### config.mk
export PLATFORM = sky130hd
export DESIGN_NAME = led_bitplane_encoder_8ch_flat
export DESIGN_NICKNAME = d
export VERILOG_FILES = /design/src/hdl/lbe_pkg.sv /design/src/hdl/lbe_pixel_if.sv /design/src/hdl/led_bitplane_encoder_8ch.sv /design/src/flat_wrapper.sv
export SDC_FILE = /design/constraint.sdc
export NUM_CORES = 1
export LEC_CHECK = 0
export ABC_AREA = 1
export BUFFER_PORTS_ARGS = -buffer_cell sky130_fd_sc_hd__buf_4
export CORE_UTILIZATION = 35
export DETAILED_ROUTE_END_ITERATION = 10
export HOLD_SLACK_MARGIN = 0.12
export PLACE_DENSITY = 0.59
export SETUP_SLACK_MARGIN = 0.2
export SLEW_MARGIN = 20
export SYNTH_ARGS = -nofsm -noshare
export SYNTH_HDL_FRONTEND = slang
export SYNTH_SLANG_ARGS = --single-unit
export TNS_END_PERCENT = 1
### constraint.sdc
create_clock -name clk -period 6.6 [get_ports clk]
set_input_delay 0.33 -clock clk [delete_from_list [all_inputs] [get_ports clk]]
set_output_delay 0.33 -clock clk [all_outputs]
set_load 0.01 [all_outputs]
### src/hdl/lbe_pkg.sv
// Shared types and constants for the eight-string LED bit-plane encoder.
// No dependencies; used by the channel interfaces and the top level.
`default_nettype none

package lbe_pkg;

    localparam int NUM_CH      = 8;
    localparam int LEN_W       = 8;
    localparam int CFG_IDX_W   = 3;
    localparam int WORD_NUM_W  = 3;

    typedef logic [7:0]              pixel_idx_t;
    typedef logic [23:0]             color_t;
    typedef logic [LEN_W-1:0]        length_t;
    typedef logic [CFG_IDX_W-1:0]    cfg_idx_t;
    typedef logic [31:0]             plane_word_t;
    typedef logic [WORD_NUM_W-1:0]   word_num_t;

    // Word numbers 0..5 run G high, G low, R high, R low, B high, B low.
    localparam word_num_t FIRST_WORD_NUM = 3'd0;
    localparam word_num_t LAST_WORD_NUM  = 3'd5;

endpackage

`default_nettype wire

### src/hdl/lbe_pixel_if.sv
// Valid/ready channel interfaces for pixel input and plane-word output.
// Depends on lbe_pkg for the payload types.
`default_nettype none

interface lbe_pixel_if;
    import lbe_pkg::*;

    logic       valid;
    logic       ready;
    pixel_idx_t pixel_index;
    color_t     color_ch0;
    color_t     color_ch1;
    color_t     color_ch2;
    color_t     color_ch3;
    color_t     color_ch4;
    color_t     color_ch5;
    color_t     color_ch6;
    color_t     color_ch7;

    modport source
    (
        output valid, pixel_index,
        output color_ch0, color_ch1, color_ch2, color_ch3,
        output color_ch4, color_ch5, color_ch6, color_ch7,
        input  ready
    );

    modport sink
    (
        input  valid, pixel_index,
        input  color_ch0, color_ch1, color_ch2, color_ch3,
        input  color_ch4, color_ch5, color_ch6, color_ch7,
        output ready
    );
endinterface

interface lbe_word_if;
    import lbe_pkg::*;

    logic        valid;
    logic        ready;
    plane_word_t plane_word;
    word_num_t   word_number;
    logic        last_word;

    modport source
    (
        output valid, plane_word, word_number, last_word,
        input  ready
    );

    modport sink
    (
        input  valid, plane_word, word_number, last_word,
        output ready
    );
endinterface

`default_nettype wire

### src/hdl/led_bitplane_encoder_8ch.sv
// A taken pixel is held in color_reg; its first plane word then loads into plane_reg.
// Each pixel gives six 32-bit words; the output channel moves one word per cycle while
// ready is high, and the next pixel is taken as the previous one's last word loads.
// Pixels whose index is at or beyond MAX_PIXELS are taken and dropped with no output.
// Reset clears all string lengths to zero and empties the holding and output registers.
// Top level of the encoder; depends on lbe_pkg and the interfaces in lbe_pixel_if.sv.
`default_nettype none

module led_bitplane_encoder_8ch #(
    parameter int MAX_PIXELS = 128
)
(
    input  wire logic             clk,
    input  wire logic             rst_n,
    input  wire logic             cfg_we,
    input  wire lbe_pkg::cfg_idx_t cfg_index,
    input  wire lbe_pkg::length_t  cfg_data,
    lbe_pixel_if.sink             pixel_in,
    lbe_word_if.source            word_out
);
    import lbe_pkg::*;

    localparam pixel_idx_t MaxPix = pixel_idx_t'(MAX_PIXELS);

    length_t     length_reg [NUM_CH];

    logic        hold_valid_reg;
    word_num_t   word_cnt_reg;
    color_t      color_reg  [NUM_CH];
    color_t      color_next [NUM_CH];
    color_t      color_in   [NUM_CH];

    logic        out_valid_reg;
    plane_word_t plane_reg;
    plane_word_t plane_next;
    word_num_t   word_num_reg;
    logic        last_reg;

    logic        out_load;
    logic        hold_free;
    logic        in_accept;
    logic        in_keep;

    logic [7:0]  sel_byte [NUM_CH];
    logic [3:0]  sel_nib;

    // Configuration registers.
    always_ff @(posedge clk or negedge rst_n)
    begin
        if (!rst_n)
        begin
            for (int n = 0; n < NUM_CH; n++)
            begin
                length_reg[n] <= '0;
            end
        end
        else if (cfg_we)
        begin
            length_reg[cfg_index] <= cfg_data;
        end
    end

    assign color_in[0] = pixel_in.color_ch0;
    assign color_in[1] = pixel_in.color_ch1;
    assign color_in[2] = pixel_in.color_ch2;
    assign color_in[3] = pixel_in.color_ch3;
    assign color_in[4] = pixel_in.color_ch4;
    assign color_in[5] = pixel_in.color_ch5;
    assign color_in[6] = pixel_in.color_ch6;
    assign color_in[7] = pixel_in.color_ch7;

    // Strings whose length is not above the pixel index are blanked as the word is taken.
    always_comb
    begin
        for (int n = 0; n < NUM_CH; n++)
        begin
            color_next[n] = (pixel_in.pixel_index < length_reg[n]) ? color_in[n] : '0;
        end
    end

    assign out_load  = !out_valid_reg || word_out.ready;
    assign hold_free = out_load && hold_valid_reg && (word_cnt_reg == LAST_WORD_NUM);
    assign pixel_in.ready = !hold_valid_reg || hold_free;
    assign in_accept = pixel_in.valid && pixel_in.ready;
    assign in_keep   = in_accept && (pixel_in.pixel_index < MaxPix);

    // Transpose: byte b of the word holds the inverted color bit (7 - 4*half - b) of every string.
    always_comb
    begin
        sel_nib = '0;
        for (int n = 0; n < NUM_CH; n++)
        begin
            case (word_cnt_reg[2:1])
                2'd0:    sel_byte[n] = color_reg[n][23:16];
                2'd1:    sel_byte[n] = color_reg[n][15:8];
                default: sel_byte[n] = color_reg[n][7:0];
            endcase
        end
        for (int n = 0; n < NUM_CH; n++)
        begin
            sel_nib = word_cnt_reg[0] ? sel_byte[n][3:0] : sel_byte[n][7:4];
            for (int b = 0; b < 4; b++)
            begin
                plane_next[8*b + n] = ~sel_nib[3 - b];
            end
        end
    end

    always_ff @(posedge clk or negedge rst_n)
    begin
        if (!rst_n)
        begin
            hold_valid_reg <= 1'b0;
            word_cnt_reg   <= FIRST_WORD_NUM;
            out_valid_reg  <= 1'b0;
        end
        else
        begin
            if (in_keep)
            begin
                hold_valid_reg <= 1'b1;
                word_cnt_reg   <= FIRST_WORD_NUM;
            end
            else if (hold_free)
            begin
                hold_valid_reg <= 1'b0;
            end
            else if (out_load && hold_valid_reg)
            begin
                word_cnt_reg <= word_cnt_reg + 3'd1;
            end

            if (out_load)
            begin
                out_valid_reg <= hold_valid_reg;
            end
        end
    end

    always_ff @(posedge clk)
    begin
        if (in_keep)
        begin
            for (int n = 0; n < NUM_CH; n++)
            begin
                color_reg[n] <= color_next[n];
            end
        end
        if (out_load && hold_valid_reg)
        begin
            plane_reg    <= plane_next;
            word_num_reg <= word_cnt_reg;
            last_reg     <= (word_cnt_reg == LAST_WORD_NUM);
        end
    end

    assign word_out.valid       = out_valid_reg;
    assign word_out.plane_word  = plane_reg;
    assign word_out.word_number = word_num_reg;
    assign word_out.last_word   = last_reg;

`ifndef SYNTH
    a_cnt_range: assert property (@(posedge clk) disable iff (!rst_n)
        word_cnt_reg <= LAST_WORD_NUM)
        else $error("word counter out of range");

    a_accept_free: assert property (@(posedge clk) disable iff (!rst_n)
        in_accept |-> (!hold_valid_reg || (word_cnt_reg == LAST_WORD_NUM && out_load)))
        else $error("pixel taken while the previous pixel still has words pending");

    a_keep_start: assert property (@(posedge clk) disable iff (!rst_n)
        in_keep |=> (hold_valid_reg && word_cnt_reg == FIRST_WORD_NUM))
        else $error("kept pixel did not start at the first word");

    a_word_out: assert property (@(posedge clk) disable iff (!rst_n)
        (out_load && hold_valid_reg) |=> (out_valid_reg
            && word_num_reg == $past(word_cnt_reg)))
        else $error("plane word not presented after load");

    a_drop: assert property (@(posedge clk) disable iff (!rst_n)
        (in_accept && !in_keep && !hold_valid_reg) |=> !hold_valid_reg)
        else $error("out-of-frame pixel produced words");
`endif

endmodule

`default_nettype wire
### src/flat_wrapper.sv
// flat-port wrapper written by rule: the top's interface ports become plain ports
module led_bitplane_encoder_8ch_flat import lbe_pkg::*;
#(
    parameter int MAX_PIXELS = 128
)
  (clk, rst_n, cfg_we, cfg_index, cfg_data, pixel_in_valid, pixel_in_pixel_index, pixel_in_color_ch0, pixel_in_color_ch1, pixel_in_color_ch2, pixel_in_color_ch3, pixel_in_color_ch4, pixel_in_color_ch5, pixel_in_color_ch6, pixel_in_color_ch7, pixel_in_ready, word_out_valid, word_out_plane_word, word_out_word_number, word_out_last_word, word_out_ready);
  lbe_pixel_if pixel_in_i ();
  lbe_word_if word_out_i ();
  input  wire logic clk;
  input  wire logic rst_n;
  input  wire logic cfg_we;
  input  wire lbe_pkg::cfg_idx_t cfg_index;
  input  wire lbe_pkg::length_t cfg_data;
  input wire logic [$bits(pixel_in_i.valid)-1:0] pixel_in_valid;
  input wire logic [$bits(pixel_in_i.pixel_index)-1:0] pixel_in_pixel_index;
  input wire logic [$bits(pixel_in_i.color_ch0)-1:0] pixel_in_color_ch0;
  input wire logic [$bits(pixel_in_i.color_ch1)-1:0] pixel_in_color_ch1;
  input wire logic [$bits(pixel_in_i.color_ch2)-1:0] pixel_in_color_ch2;
  input wire logic [$bits(pixel_in_i.color_ch3)-1:0] pixel_in_color_ch3;
  input wire logic [$bits(pixel_in_i.color_ch4)-1:0] pixel_in_color_ch4;
  input wire logic [$bits(pixel_in_i.color_ch5)-1:0] pixel_in_color_ch5;
  input wire logic [$bits(pixel_in_i.color_ch6)-1:0] pixel_in_color_ch6;
  input wire logic [$bits(pixel_in_i.color_ch7)-1:0] pixel_in_color_ch7;
  output wire logic [$bits(pixel_in_i.ready)-1:0] pixel_in_ready;
  output wire logic [$bits(word_out_i.valid)-1:0] word_out_valid;
  output wire logic [$bits(word_out_i.plane_word)-1:0] word_out_plane_word;
  output wire logic [$bits(word_out_i.word_number)-1:0] word_out_word_number;
  output wire logic [$bits(word_out_i.last_word)-1:0] word_out_last_word;
  input wire logic [$bits(word_out_i.ready)-1:0] word_out_ready;
  assign pixel_in_i.valid = pixel_in_valid;
  assign pixel_in_i.pixel_index = pixel_in_pixel_index;
  assign pixel_in_i.color_ch0 = pixel_in_color_ch0;
  assign pixel_in_i.color_ch1 = pixel_in_color_ch1;
  assign pixel_in_i.color_ch2 = pixel_in_color_ch2;
  assign pixel_in_i.color_ch3 = pixel_in_color_ch3;
  assign pixel_in_i.color_ch4 = pixel_in_color_ch4;
  assign pixel_in_i.color_ch5 = pixel_in_color_ch5;
  assign pixel_in_i.color_ch6 = pixel_in_color_ch6;
  assign pixel_in_i.color_ch7 = pixel_in_color_ch7;
  assign pixel_in_ready = pixel_in_i.ready;
  assign word_out_valid = word_out_i.valid;
  assign word_out_plane_word = word_out_i.plane_word;
  assign word_out_word_number = word_out_i.word_number;
  assign word_out_last_word = word_out_i.last_word;
  assign word_out_i.ready = word_out_ready;
  led_bitplane_encoder_8ch #(.MAX_PIXELS(MAX_PIXELS)) u_core (.clk(clk), .rst_n(rst_n), .cfg_we(cfg_we), .cfg_index(cfg_index), .cfg_data(cfg_data), .pixel_in(pixel_in_i), .word_out(word_out_i));
endmodule
**Word-level counts from Yosys, hierarchy flattened**

Memory sizes are Yosys's and may differ from the RTL's.
Cells that the tools add are included.

- Equal/unequal tests: 3
- Order comparisons: 11
- Reduce and logical (&&, ||, !) cells: 13
- Multiplexer cells: 34
- Bitwise operators: 33
- Add/subtract/negate cells: 1

Operator list:

| kind | number |
|---|---|
| two-way mux 24 bit | 8 |
| one-hot mux 8 bit (2 select lines) | 8 |
| bitwise mux 64 bit | 1 |
| less-than comparator 8 bit | 8 |
| two-way mux 4 bit | 8 |
| NOT 1 bit | 32 |
| demux 8 bit (select 3 bit) | 1 |
| two-way mux 3 bit | 3 |
| less-than comparator 8 bit, second input constant | 1 |
| two-way mux 8 bit | 1 |
| logical AND 1 bit | 5 |
| greater-or-equal comparator 4 bit, second input constant | 1 |
| less-than comparator 4 x 1 -> 1 bit, second input constant | 1 |
| two-way mux 1 bit | 4 |
| NOT 3 -> 4 bit | 1 |
| nonzero test 2 bit | 2 |
| adder 3 x 1 -> 3 bit, second input constant | 1 |
| == test 3 bit, second input constant | 1 |
| == test 2 x 1 -> 1 bit, second input constant | 1 |
| zero test 1 bit | 2 |
| zero test 2 bit | 1 |
| logical OR 1 bit | 2 |
| != test 2 bit, second input constant | 1 |
| AND reduction 2 bit | 1 |

- Flip-flop bits (word level): 105
- Output and inout bits: 38
- Memories: 1
- Input bits: 216
- Bits in writable memories: 192

Memories:

| name | depth | bits a word | read ports | clocked after Yosys merged registers in | wr ports | line | text |
|---|---|---|---|---|---|---|---|
| u_core.color_reg | 8 | 24 | 8 | 0 | 8 | led_bitplane_encoder_8ch.sv:29 | `color_t color_reg [NUM_CH];` |

**Longest topological paths before layout**

- Depth in word-level cells: 9
- Depth in mapped cells: 10
- Gate-level depth less buffers: 9

**Worst setup path before layout**

Ideal clock, no wire load.

- Path kind: register to register
- Start point: register u_core.word_cnt_reg[1]
- End point: memory u_core.color_reg[0][0] in the netlist's numbering (enable)
- Data required time: 6,056 ps
- Stages on the path, launching flop included: 9
- Arrival: 4,808 ps
- Setup time: 544 ps
- Path slack: 1,248 ps
- Path buffers: 0
- Cells stage by stage: dfrtp_1 -> inv_1 -> ha_1 -> nand2_1 -> inv_1 -> nand2_1 -> nand2_1 -> nand3b_1 -> inv_1

RTL lines:

| element | line | text |
|---|---|---|
| from (decl) | led_bitplane_encoder_8ch.sv:28 | `word_num_t word_cnt_reg;` |
| from (signal assigned) | led_bitplane_encoder_8ch.sv:130 | `word_cnt_reg <= word_cnt_reg + 3'd1;` |
| to (decl) | led_bitplane_encoder_8ch.sv:29 |  |

==> run_results.csv <==
group,metric,value,unit
route,avgRoutedWirePerCell,15.9,um
hold_path,hold_path_class,"input pin to flop",
clock_network,clock_path_buffers,3,
grt,antenna_found_initial,0,
setup_path,critical_path_class,"flop to flop",
finish,n_antenna_cell,0,
clock_network,clock_latency,530,ps
setup_path,crit_required,6740,ps
power,swShare,0.335,
timing,max_freq,275,MHz
flow_run,maxCapViolCount,0,
floorplanning,die_x,202,um
clock_network,cts_root_buffer,"clkbuf_16",
setup_path,worstSetupStartpointType,"flop",
setup_path,cp_max_fo,139,
route,route.detailed.drc,0,
floorplanning,pin_count,254,
timing,clock_skew,23.8,ps
timing,rsz0062_at_grt,"no",
floorplanning,rows,72,
grt,grt_use_total,0.183,
floorplanning,start_util,0.358,
grt,grt_max_degree,140,
finish,final_cell_mix,"nor2_1, inv_1, buf_4",
finish,syn_to_final_growth,33.2,%
timing,finalHoldViolCount,0,
finish,final_cell_count_no_fill,2338,
grt,grt_pass1_wl,57900,um
grt,first_global_vias,10909,
power,switchingPower,2.13,mW
timing,min_period_over_period,0.550,
clock_network,cts_tree,"built",
timing,setup_viol,0,
clock_network,cts_made_buffers,34,
synthesis,synth.distinct_cells,25,
route,dr.pass1.iters,4,
power,p_comb_frac,0.300,
floorplanning,fp.dieArea,40700,um2
setup_path,worstPathArrival,3770,ps
synthesis,ys_seq_area_frac,0.614,
synthesis,yosysWarnings,0,
finish,largest_reg_flops,192,
synthesis,ys_ff_latch,297,
synthesis,synth_nets,1694,
clock_network,cts_setup_buffers,0,
placed_design,dp_hpwl,23500,um
synthesis,synthCells,1420,
clock_network,clk_pin_slew,60,ps
floorplanning,core-area,39000,um2
timing,slew_violations,0,
power,p_per_area,342,nW/um2
timing,fin_crit,3630,ps
run_status,status,"finished, final reports clean",
placed_design,pre_cts_ws,2880,ps
grt,grt_overflow_total,0,
timing,fin_setup_tns,0,ps
power,clkPwrFrac,0.272,
route,wirelength,37200,um
finish,final_common_cell,"nor2_1",
finish,drive_above_1_share,0.182,
route,ant_nets,0,
timing,max_slew.worst_pin.slew,1010,ps
route,vias,10724,
power,seqPwrFrac,0.428,
timing,setup_slack,2970,ps
route,drt_iter0_drc,510,
synthesis,syn_area,14000,um2
power,intPower,4.23,mW
placed_design,dp_cells,2146,
clock_network,cts_max_level,2,
placed_design,gp_congestion,0.796,
finish,nets,2073,
setup_path,worstSetupEndpointType,"flop",
synthesis,syn_avg_cell_area,9.84,um2
route,vias_per_cell,4.59,
power,power.leakage,8.71,nW
clock_network,clock-sinks,297,
placed_design,io_buffers,253,
floorplanning,die_y,202,um
power,peakVddDrop,0.159,mV
timing,slew_headroom,0.327,
## worst paths after layout
check | startpoint | endpoint | slack, ps | cells after the start
min in group asynchronous | rst_n | u_core.length_reg[2]$_DFFE_PN0P_ | 510 | 2
min | pixel_in_color_ch4[13] | u_core.color_reg[1][13]$_SDFFCE_PP0P_ | 140 | 3
min reg2reg | u_core.length_reg[11]$_DFFE_PN0P_ | u_core.length_reg[11]$_DFFE_PN0P_ | 480 | 2
max | u_core.word_cnt_reg[0]$_DFFE_PN0P_ | u_core.color_reg[1][57]$_SDFFCE_PP0P_ | 2970 | 8
max in group asynchronous | rst_n | u_core.word_cnt_reg[0]$_DFFE_PN0P_ | 5450 | 2
max reg2reg | u_core.word_cnt_reg[0]$_DFFE_PN0P_ | u_core.color_reg[1][57]$_SDFFCE_PP0P_ | 2970 | 8
## routing by layer
metal / up-vias / track usage / wire (um)
li1: 5282 / - / -
met2: 279 / 0.312 / 18100
met5: - / 0 / 0
met4: 0 / 0.0525 / 800
met3: 55 / 0.0308 / 1920
met1: 5108 / 0.237 / 16400
## synthesized netlist by cell type, drive strengths merged
| master | number | area [um2] |
|---|---|---|
| clkbuf | 1 | 3.75 |
| o21a | 8 | 60.1 |
| edfxtp | 228 | 6850 |
| nand2 | 194 | 758 |
| nor3 | 1 | 16.3 |
| a21oi | 27 | 135 |
| nand3b | 1 | 7.51 |
| o21ai | 65 | 355 |
| o221ai | 63 | 552 |
| xor2 | 1 | 8.76 |
| dfrtp | 69 | 1730 |
| buf | 49 | 310 |
| ha | 58 | 726 |
| nor2 | 334 | 1260 |
| o211ai | 1 | 7.51 |
| inv | 318 | 1190 |
| nand3 | 2 | 10.0 |
## final cells by class
cell class	count	area [um2]
inverters	318	1200
fillers	3587	20400
multi-input cells	755	3890
well taps	518	648
clock buffers	43	906
repair buffers	393	3290
clock inverters	14	96.3
flip-flops and latches	297	8570
## critical path, cell delays in order (launching register included)
cell and delay (ps):
dfrtp_2 990, ha_1 270, nand2_1 50, inv_1 80, nand2_1 50, nand2_1 90
nand3b_1 240, inv_8 710, buf_4 710
## cells by family (layout without fill, tap and decap cells)
| logic type | Yosys count | after routing | synth area share |
|---|---|---|---|
| AND/OR/NAND/NOR | 532 | 532 | 0.147 |
| buffers and inverters | 368 | 768 | 0.108 |
| flip-flops | 297 | 297 | 0.614 |
| AO/OA/AOI/OAI | 164 | 164 | 0.0794 |
| adder cells (fa/ha/maj) | 58 | 58 | 0.0519 |
| XOR/XNOR | 1 | 1 | 0.000627 |
## metrics by stage
step           utilization  cell area, um2  hold WS (ps)  power (mW)
3_3_place_gp         0.417           16300           465        4.57
2_1_floorplan            -           14000          34.4        3.94
5_1_grt              0.477           18600           134        6.74
4_1_cts              0.477           18600           120        6.43
6_report             0.477           18600           137        6.36
3_5_place_dp         0.417           16300           468        4.62
## timing repair
item	CTS	global route
endpoints found under the hold margin	203	0
gates resized for setup	0	0
hold buffers	135	0
## power groups by stage
stage | logic [mW] | registers (mW) | clock network [mW]
floorplan | 1.18 | 2.76 | 0
CTS | 1.94 | 2.72 | 1.77
detailed placement | 1.86 | 2.76 | 0
global route | 2.15 | 2.75 | 1.83
global placement | 1.82 | 2.75 | 0
finish | 1.91 | 2.72 | 1.73
Note: power is estimated with default switching activity, not from simulation.
